`src/hdl/dsum_pkg.sv`:
```
// Shared types and constants of the divisor sum unit.
package dsum_pkg;

	// result width and its byte-padded stream width
	localparam int TOTAL_WIDTH       = 36;
	localparam int TOTAL_TDATA_WIDTH = 40;

	// sequencer states
	typedef enum logic [2:0] {
		ST_IDLE,
		ST_TEST,
		ST_DIV,
		ST_ACC,
		ST_DONE
	} dsum_state_t;

endpackage

```
`src/hdl/divisor_sum_unit.sv`:
```
// Divisor sum unit: sigma(n) by trial division with a bit-serial divider.
// The trial divisors run i = 2 while i*i <= n, T = max(floor(sqrt(n)) - 1, 0) of them; each steps
// through TEST, DIV and ACC, and after the last one DONE loads the result once the output register is free.
// Each trial divisor runs through the one-bit-per-cycle divider.
// Throughput: one number at a time; a new beat is taken once the result sits in the output
// register, so the next number overlaps the wait for the result to be taken.
// Reset: arst_n clears the sequencer, the divider count and m_tvalid at once; data registers keep their value.
module divisor_sum_unit import dsum_pkg::*; #(
	parameter int NUMBER_WIDTH = 32
) (
	input  logic                                  clk,
	input  logic                                  arst_n,
	input  logic                                  s_tvalid,
	output logic                                  s_tready,
	input  logic [((NUMBER_WIDTH+7)/8)*8-1:0]     s_tdata,  // [NUMBER_WIDTH-1:0] number
	output logic                                  m_tvalid,
	input  logic                                  m_tready,
	output logic [TOTAL_TDATA_WIDTH-1:0]          m_tdata   // [35:0] divisor_total
);

	localparam int IW = (NUMBER_WIDTH + 1) / 2 + 1;
	localparam int SW = NUMBER_WIDTH + 2;
	localparam int TW = TOTAL_WIDTH;

	dsum_state_t                state_q, state_d;
	logic                       div_start;
	logic                       div_done;
	logic [NUMBER_WIDTH-1:0]    n_q;
	logic [IW-1:0]              i_q;
	logic [SW-1:0]              sq_q;
	logic [TW-1:0]              acc_q;
	logic [TW-1:0]              total_q;
	logic                       m_tvalid_q;
	logic [NUMBER_WIDTH-1:0]    quotient;
	logic [IW-1:0]              remainder;
	logic                       in_beat;
	logic                       load_out;
	logic                       trial_on;
	logic [TW+NUMBER_WIDTH-1:0] co_wide;
	logic [TW+NUMBER_WIDTH-1:0] n_wide;
	logic [TW-1:0]              co_term;
	logic [TW-1:0]              i_term;
	logic [TW-1:0]              total_d;

	// trial divisor while i*i stays within the number
	assign trial_on = (n_q > NUMBER_WIDTH'(1)) && (sq_q <= {2'b00, n_q});

	// sequencer: next state and strobes
	always_comb begin
		state_d   = state_q;
		s_tready  = 1'b0;
		div_start = 1'b0;
		load_out  = 1'b0;
		case (state_q)
			ST_IDLE: begin
				s_tready = 1'b1;
				if (s_tvalid)
					state_d = ST_TEST;
			end
			ST_TEST: begin
				if (trial_on) begin
					div_start = 1'b1;
					state_d   = ST_DIV;
				end else begin
					state_d = ST_DONE;
				end
			end
			ST_DIV: begin
				if (div_done)
					state_d = ST_ACC;
			end
			ST_ACC: begin
				state_d = ST_TEST;
			end
			ST_DONE: begin
				if (!m_tvalid_q || m_tready) begin
					load_out = 1'b1;
					state_d  = ST_IDLE;
				end
			end
			default: begin
				state_d = ST_IDLE;
			end
		endcase
	end

	always_ff @(posedge clk or negedge arst_n) begin
		if (!arst_n)
			state_q <= ST_IDLE;
		else
			state_q <= state_d;
	end

	assign in_beat = s_tvalid && s_tready;

	// divider for quotient and remainder of n by i
	dsum_div #(
		.NUMBER_WIDTH  (NUMBER_WIDTH),
		.DIVISOR_WIDTH (IW)
	) u_div (
		.clk       (clk),
		.arst_n    (arst_n),
		.start     (div_start),
		.done      (div_done),
		.dividend  (n_q),
		.divisor   (i_q),
		.quotient  (quotient),
		.remainder (remainder)
	);

	// fit cofactor and number to the result width, wrapping when wider
	always_comb begin
		co_wide = {{TW{1'b0}}, quotient};
		n_wide  = {{TW{1'b0}}, n_q};
		i_term  = {{(TW-IW){1'b0}}, i_q};
		co_term = (quotient != {{(NUMBER_WIDTH-IW){1'b0}}, i_q}) ? co_wide[TW-1:0] : '0;
		total_d = (n_q > NUMBER_WIDTH'(1)) ? acc_q + n_wide[TW-1:0] + TW'(1) : TW'(1);
	end

	// hold the number, advance the trial divisor and its square, add found divisors
	always_ff @(posedge clk) begin
		if (in_beat) begin
			n_q   <= s_tdata[NUMBER_WIDTH-1:0];
			i_q   <= IW'(2);
			sq_q  <= SW'(4);
			acc_q <= '0;
		end else if (state_q == ST_ACC) begin
			i_q  <= i_q + IW'(1);
			sq_q <= sq_q + {{(SW-IW-1){1'b0}}, i_q, 1'b1};
			if (remainder == '0)
				acc_q <= acc_q + i_term + co_term;
		end
	end

	// output register, parted from the input side
	always_ff @(posedge clk or negedge arst_n) begin
		if (!arst_n)
			m_tvalid_q <= 1'b0;
		else if (load_out)
			m_tvalid_q <= 1'b1;
		else if (m_tready)
			m_tvalid_q <= 1'b0;
	end

	always_ff @(posedge clk) begin
		if (load_out)
			total_q <= total_d;
	end

	assign m_tvalid = m_tvalid_q;
	assign m_tdata  = {{(TOTAL_TDATA_WIDTH-TW){1'b0}}, total_q};

endmodule

```
`src/hdl/dsum_div.sv`:
```
// Bit-serial restoring divider: quotient and remainder, one bit per cycle.
module dsum_div import dsum_pkg::*; #(
	parameter int NUMBER_WIDTH  = 32,
	parameter int DIVISOR_WIDTH = 17
) (
	input  logic                     clk,
	input  logic                     arst_n,
	input  logic                     start,
	output logic                     done,
	input  logic [NUMBER_WIDTH-1:0]  dividend,
	input  logic [DIVISOR_WIDTH-1:0] divisor,
	output logic [NUMBER_WIDTH-1:0]  quotient,
	output logic [DIVISOR_WIDTH-1:0] remainder
);

	localparam int CW = $clog2(NUMBER_WIDTH + 1);

	logic [CW-1:0]              cnt_q;
	logic                       done_q;
	logic [NUMBER_WIDTH-1:0]    dq_q;
	logic [DIVISOR_WIDTH-1:0]   rem_q;
	logic [DIVISOR_WIDTH:0]     trial;
	logic [DIVISOR_WIDTH:0]     diff;
	logic                       fits;

	// bring down the next dividend bit and try the subtraction
	always_comb begin
		trial = {rem_q, dq_q[NUMBER_WIDTH-1]};
		diff  = trial - {1'b0, divisor};
		fits  = (trial >= {1'b0, divisor});
	end

	// count the shifts and flag the last one
	always_ff @(posedge clk or negedge arst_n) begin
		if (!arst_n) begin
			cnt_q  <= '0;
			done_q <= 1'b0;
		end else begin
			done_q <= 1'b0;
			if (start) begin
				cnt_q <= CW'(NUMBER_WIDTH);
			end else if (cnt_q != '0) begin
				cnt_q <= cnt_q - CW'(1);
				if (cnt_q == CW'(1))
					done_q <= 1'b1;
			end
		end
	end

	// shift dividend out and quotient in through the same register
	always_ff @(posedge clk) begin
		if (start) begin
			dq_q  <= dividend;
			rem_q <= '0;
		end else if (cnt_q != '0) begin
			dq_q  <= {dq_q[NUMBER_WIDTH-2:0], fits};
			rem_q <= fits ? diff[DIVISOR_WIDTH-1:0] : trial[DIVISOR_WIDTH-1:0];
		end
	end

	assign done      = done_q;
	assign quotient  = dq_q;
	assign remainder = rem_q;

endmodule

```
`config.mk`:
```
export PLATFORM = sky130hd
export DESIGN_NAME = divisor_sum_unit
export DESIGN_NICKNAME = d
export VERILOG_FILES = /design/src/hdl/dsum_pkg.sv /design/src/hdl/divisor_sum_unit.sv /design/src/hdl/dsum_div.sv
export SDC_FILE = /design/constraint.sdc
export NUM_CORES = 1
export LEC_CHECK = 0
export BUFFER_PORTS_ARGS = -buffer_cell sky130_fd_sc_hd__clkbuf_2
export CAP_MARGIN = 20
export CORE_MARGIN = 5
export CORE_UTILIZATION = 57
export CTS_CLUSTER_DIAMETER = 30
export DETAILED_ROUTE_END_ITERATION = 8
export PLACE_DENSITY = 0.77
export SLEW_MARGIN = 20
export SYNTH_ARGS = -nofsm -noshare
export SYNTH_HDL_FRONTEND = slang
export SYNTH_SLANG_ARGS = --single-unit
```
`constraint.sdc`:
```
create_clock -name clk -period 4.2 [get_ports clk]
set_input_delay 0 -clock clk [delete_from_list [all_inputs] [get_ports clk]]
set_output_delay 0 -clock clk [all_outputs]
set_load 0.05 [all_outputs]
```
==> impl_metrics.py <==
metrics = {
    "status": {
        "status": "finished, violations left",
        "violations": "setup timing",
    },
    "logic_synthesis": {
        "synth.avg_cell_area_sq_um": 9.18,
        "synthArstFlopShare_pct": 5.12,
        "synth_top_cell_by_area": "edfxtp_1",
        "synth_flop_cell": "dfxtp_1",
        "yosys.cell_count.top_type": "nor2_1",
        "synth.distinct_cells": 65,
        "yosysSeqAreaShare_pct": 37.0,
        "synthesis.area_sq_um": 14500,
        "ys_ff_latch": 215,
        "synth_commonest_cells": "157 x nor2_1, 155 x nand2_1, 148 x ha_1, 124 x a21oi_1, 104 x dfxtp_1",
        "synth.area.top_cells": "edfxtp_1 21%, dfxtp_1 14%, ha_1 13%",
        "ys_warn_count": 0,
        "synth-edff-count": 100,
        "syn-instance-count": 1576,
        "yosys.area.top_type_share_pct": 20.8,
    },
    "clock_network": {
        "clockRootBuffer": "clkbuf_16",
        "h-tree-depth": 2,
        "clk_pin_slew_ps": 50,
        "clock_path_buffers": 3,
        "cts_tree": "yes",
        "cts_buffers": 49,
        "worstSkewPairLatency_ps": 560,
        "clkSinkCount": 215,
    },
    "sta": {
        "rsz0062_at_grt": "yes",
        "setup_viol": 22,
        "finalSetupTns_ps": -5480,
        "fin_crit_ps": 4600,
        "max_freq_mhz": 218,
        "tightest_slew_ps": 942,
        "fin_skew_ps": 24.8,
        "slew_headroom_pct": 37.2,
        "hold_violations": 0,
        "layout_setup_ws_ps": -396,
        "slew_viol_final": 0,
        "holdWs_ps": 160,
        "fin_crit_sh_pct": 109,
    },
    "floorplanning": {
        "io_pins": 78,
        "floorplan.initialDensity_pct": 57.6,
        "dieHeight_um": 169,
        "core-area_sq_um": 25100,
        "die_width_um": 169,
        "die_area_sq_um": 28700,
        "std_cell_rows": 58,
    },
    "cells_and_area": {
        "drive_gt1_share_pct": 22.6,
        "nFillCells": 1619,
        "final_nets": 2015,
        "seqCellArea_sq_um": 5360,
        "area_growth_pct": 29.5,
        "final_util_pct": 74.6,
        "multiInputGateArea_sq_um": 9080,
    },
    "global_route": {
        "grt_first_pass_wirelength_mm": 65.2,
        "grtUsageTotal_pct": 28.1,
        "grt_max_degree": 108,
        "grt_pass1_vias": 12800,
        "overflow": 0,
        "antenna_found_initial": 1,
    },
    "critical_path": {
        "cp_slowest_stage_delay_ps": 560,
        "cp_slowest_cell": "fa_2",
        "crit_top_cell": "nand4_1",
        "crit_fanout": 5,
        "cp_num_buf_inv": 2,
        "r2r_slack_ps": -400,
        "worstSetupPathType": "reg2reg",
        "worstReg2RegEnd": "acc_q[34]",
        "r2r_start": "u_div.quotient[7]",
        "start_kind": "register",
        "startpoint": "u_div.quotient[7]",
        "required_ps": 4620,
        "end_kind": "register",
        "worstPathArrival_ps": 5010,
        "worst_r2r_path_depth": 19,
        "crit_chain": "xnor2_1, nand4_1, nor4_2, nand4_1, buf_6, and2_4, fa_2, ha_4, a211oi_4, o21bai_2, a21oi_2, o31ai_4, o311ai_1, buf_4, o21ai_4, a221o_1, nand3_1, xor2_1, nor2_1",
        "cp_top_family": "compound AO/OA/AOI/OAI gates",
    },
    "min_path": {
        "hp-class": "in2reg",
        "hold_path_startpoint": "s_tdata[23]",
        "worstHoldPathCells": 2,
        "hold_path_end": "n_q[23]",
    },
    "routing": {
        "ant_nets": 0,
        "drt_iter0_drc": 1113,
        "post_drt_wl_per_cell_um": 19.8,
        "drcViolationCount": 0,
        "drt_pass1_iterations": 5,
        "wl_mm": 43.1,
        "num_vias": 13200,
        "viasPerCell": 6.03,
    },
    "place": {
        "post-dp-hpwl_mm": 27.2,
        "gp_congestion": 0.948,
        "numPortBuffers": 73,
    },
    "power_and_ir_drop": {
        "p_total_uw": 12300,
        "ir_drop_v": 0.000567,
        "powerDensity_nw_per_um2": 657,
        "leakage_uw": 0.00831,
    },
    "job": {
        "maxCapViolations": 0,
    },
}
## layer usage
| layer | routed length (um) | vias up | global-route usage (%) | share of wire, % |
|---|---|---|---|---|
| met1 | 16600 | 6154 | 35.3 | 39 |
| met2 | 19900 | 686 | 46.3 | 46 |
| met4 | 2620 | 0 | 13.7 | 6.1 |
| li1 | - | 6115 | - | - |
| met3 | 3970 | 196 | 5.80 | 9.2 |
| met5 | 0 | - | 0 | 0 |
## sequential cells by signal (all words and copies together), names as in the netlist
register         flops
u_div.remainder     17
u_div.cnt_q          6
sq_q                34
state_q              3
n_q                 32
i_q                 17
u_div.done           1
total_q             36
acc_q               36
u_div.quotient      32
m_tvalid             1
## through the flow
step,instance area (sq um),instances,setup WS [ps]
after floorplan,14500,1579,7.21
after global routing,18700,2182,-496
after detailed placement,15900,2034,-533
final,18700,2182,-396
after CTS,18400,2172,-85.0
after global placement,15900,2034,-481
## cell type report
cell class                 instances  area share, %
multi-input combinational       1215           48.4
sequential                       215           28.6
timing repair buffer             245           9.64
clock buffer                      55           6.83
clock inverter                    37           2.58
tap                              330           2.20
inverter                          84           1.69
antenna                            1         0.0134
## cell usage in the layout (no fill, tap or decap), types with 36 or more instances in the layout
master,count
a21o_1,55
a21oi_1,108
buf_4,127
clkbuf_16,50
clkbuf_2,73
dfxtp_1,104
dlygate4sd3_1,36
edfxtp_1,100
ha_1,134
inv_1,83
nand2_1,153
nor2_1,149
o21ai_0,59
xnor2_1,80
xor2_1,44
## cell families after synthesis
logic type               share of synthesized area (%)
XOR/XNOR                                          7.87
flip-flops                                        37.0
AND/OR/NAND/NOR                                   16.1
other                                           0.0259
multiplexers                                      3.55
adder cells (fa/ha/maj)                           15.7
AO/OA/AOI/OAI                                     15.6
buffers and inverters                             4.12
## power breakdown
| part | switching (uW) | internal (uW) |
|---|---|---|
| registers | 478 | 2740 |
| clock network | 1290 | 2760 |
| logic | 2670 | 2380 |
## worst max-delay path by stage
stage / slack [ps] / to / depth (start not counted)
floorplan: 7 / acc_q[34] / 19
global placement: -480 / acc_q[34] / 18
detailed placement: -530 / acc_q[34] / 18
CTS: -80 / acc_q[34] / 19
global route: -500 / acc_q[34] / 20
finish: -400 / acc_q[34] / 19
## timing repair
action	in CTS	in global routing
pin swaps	46	61
endpoints found under the hold margin	53	0
setup endpoints to repair	25	28
buffers inserted	10	9
hold buffers	36	0
resized for setup	60	58
Power figures use the tool's default switching activity.
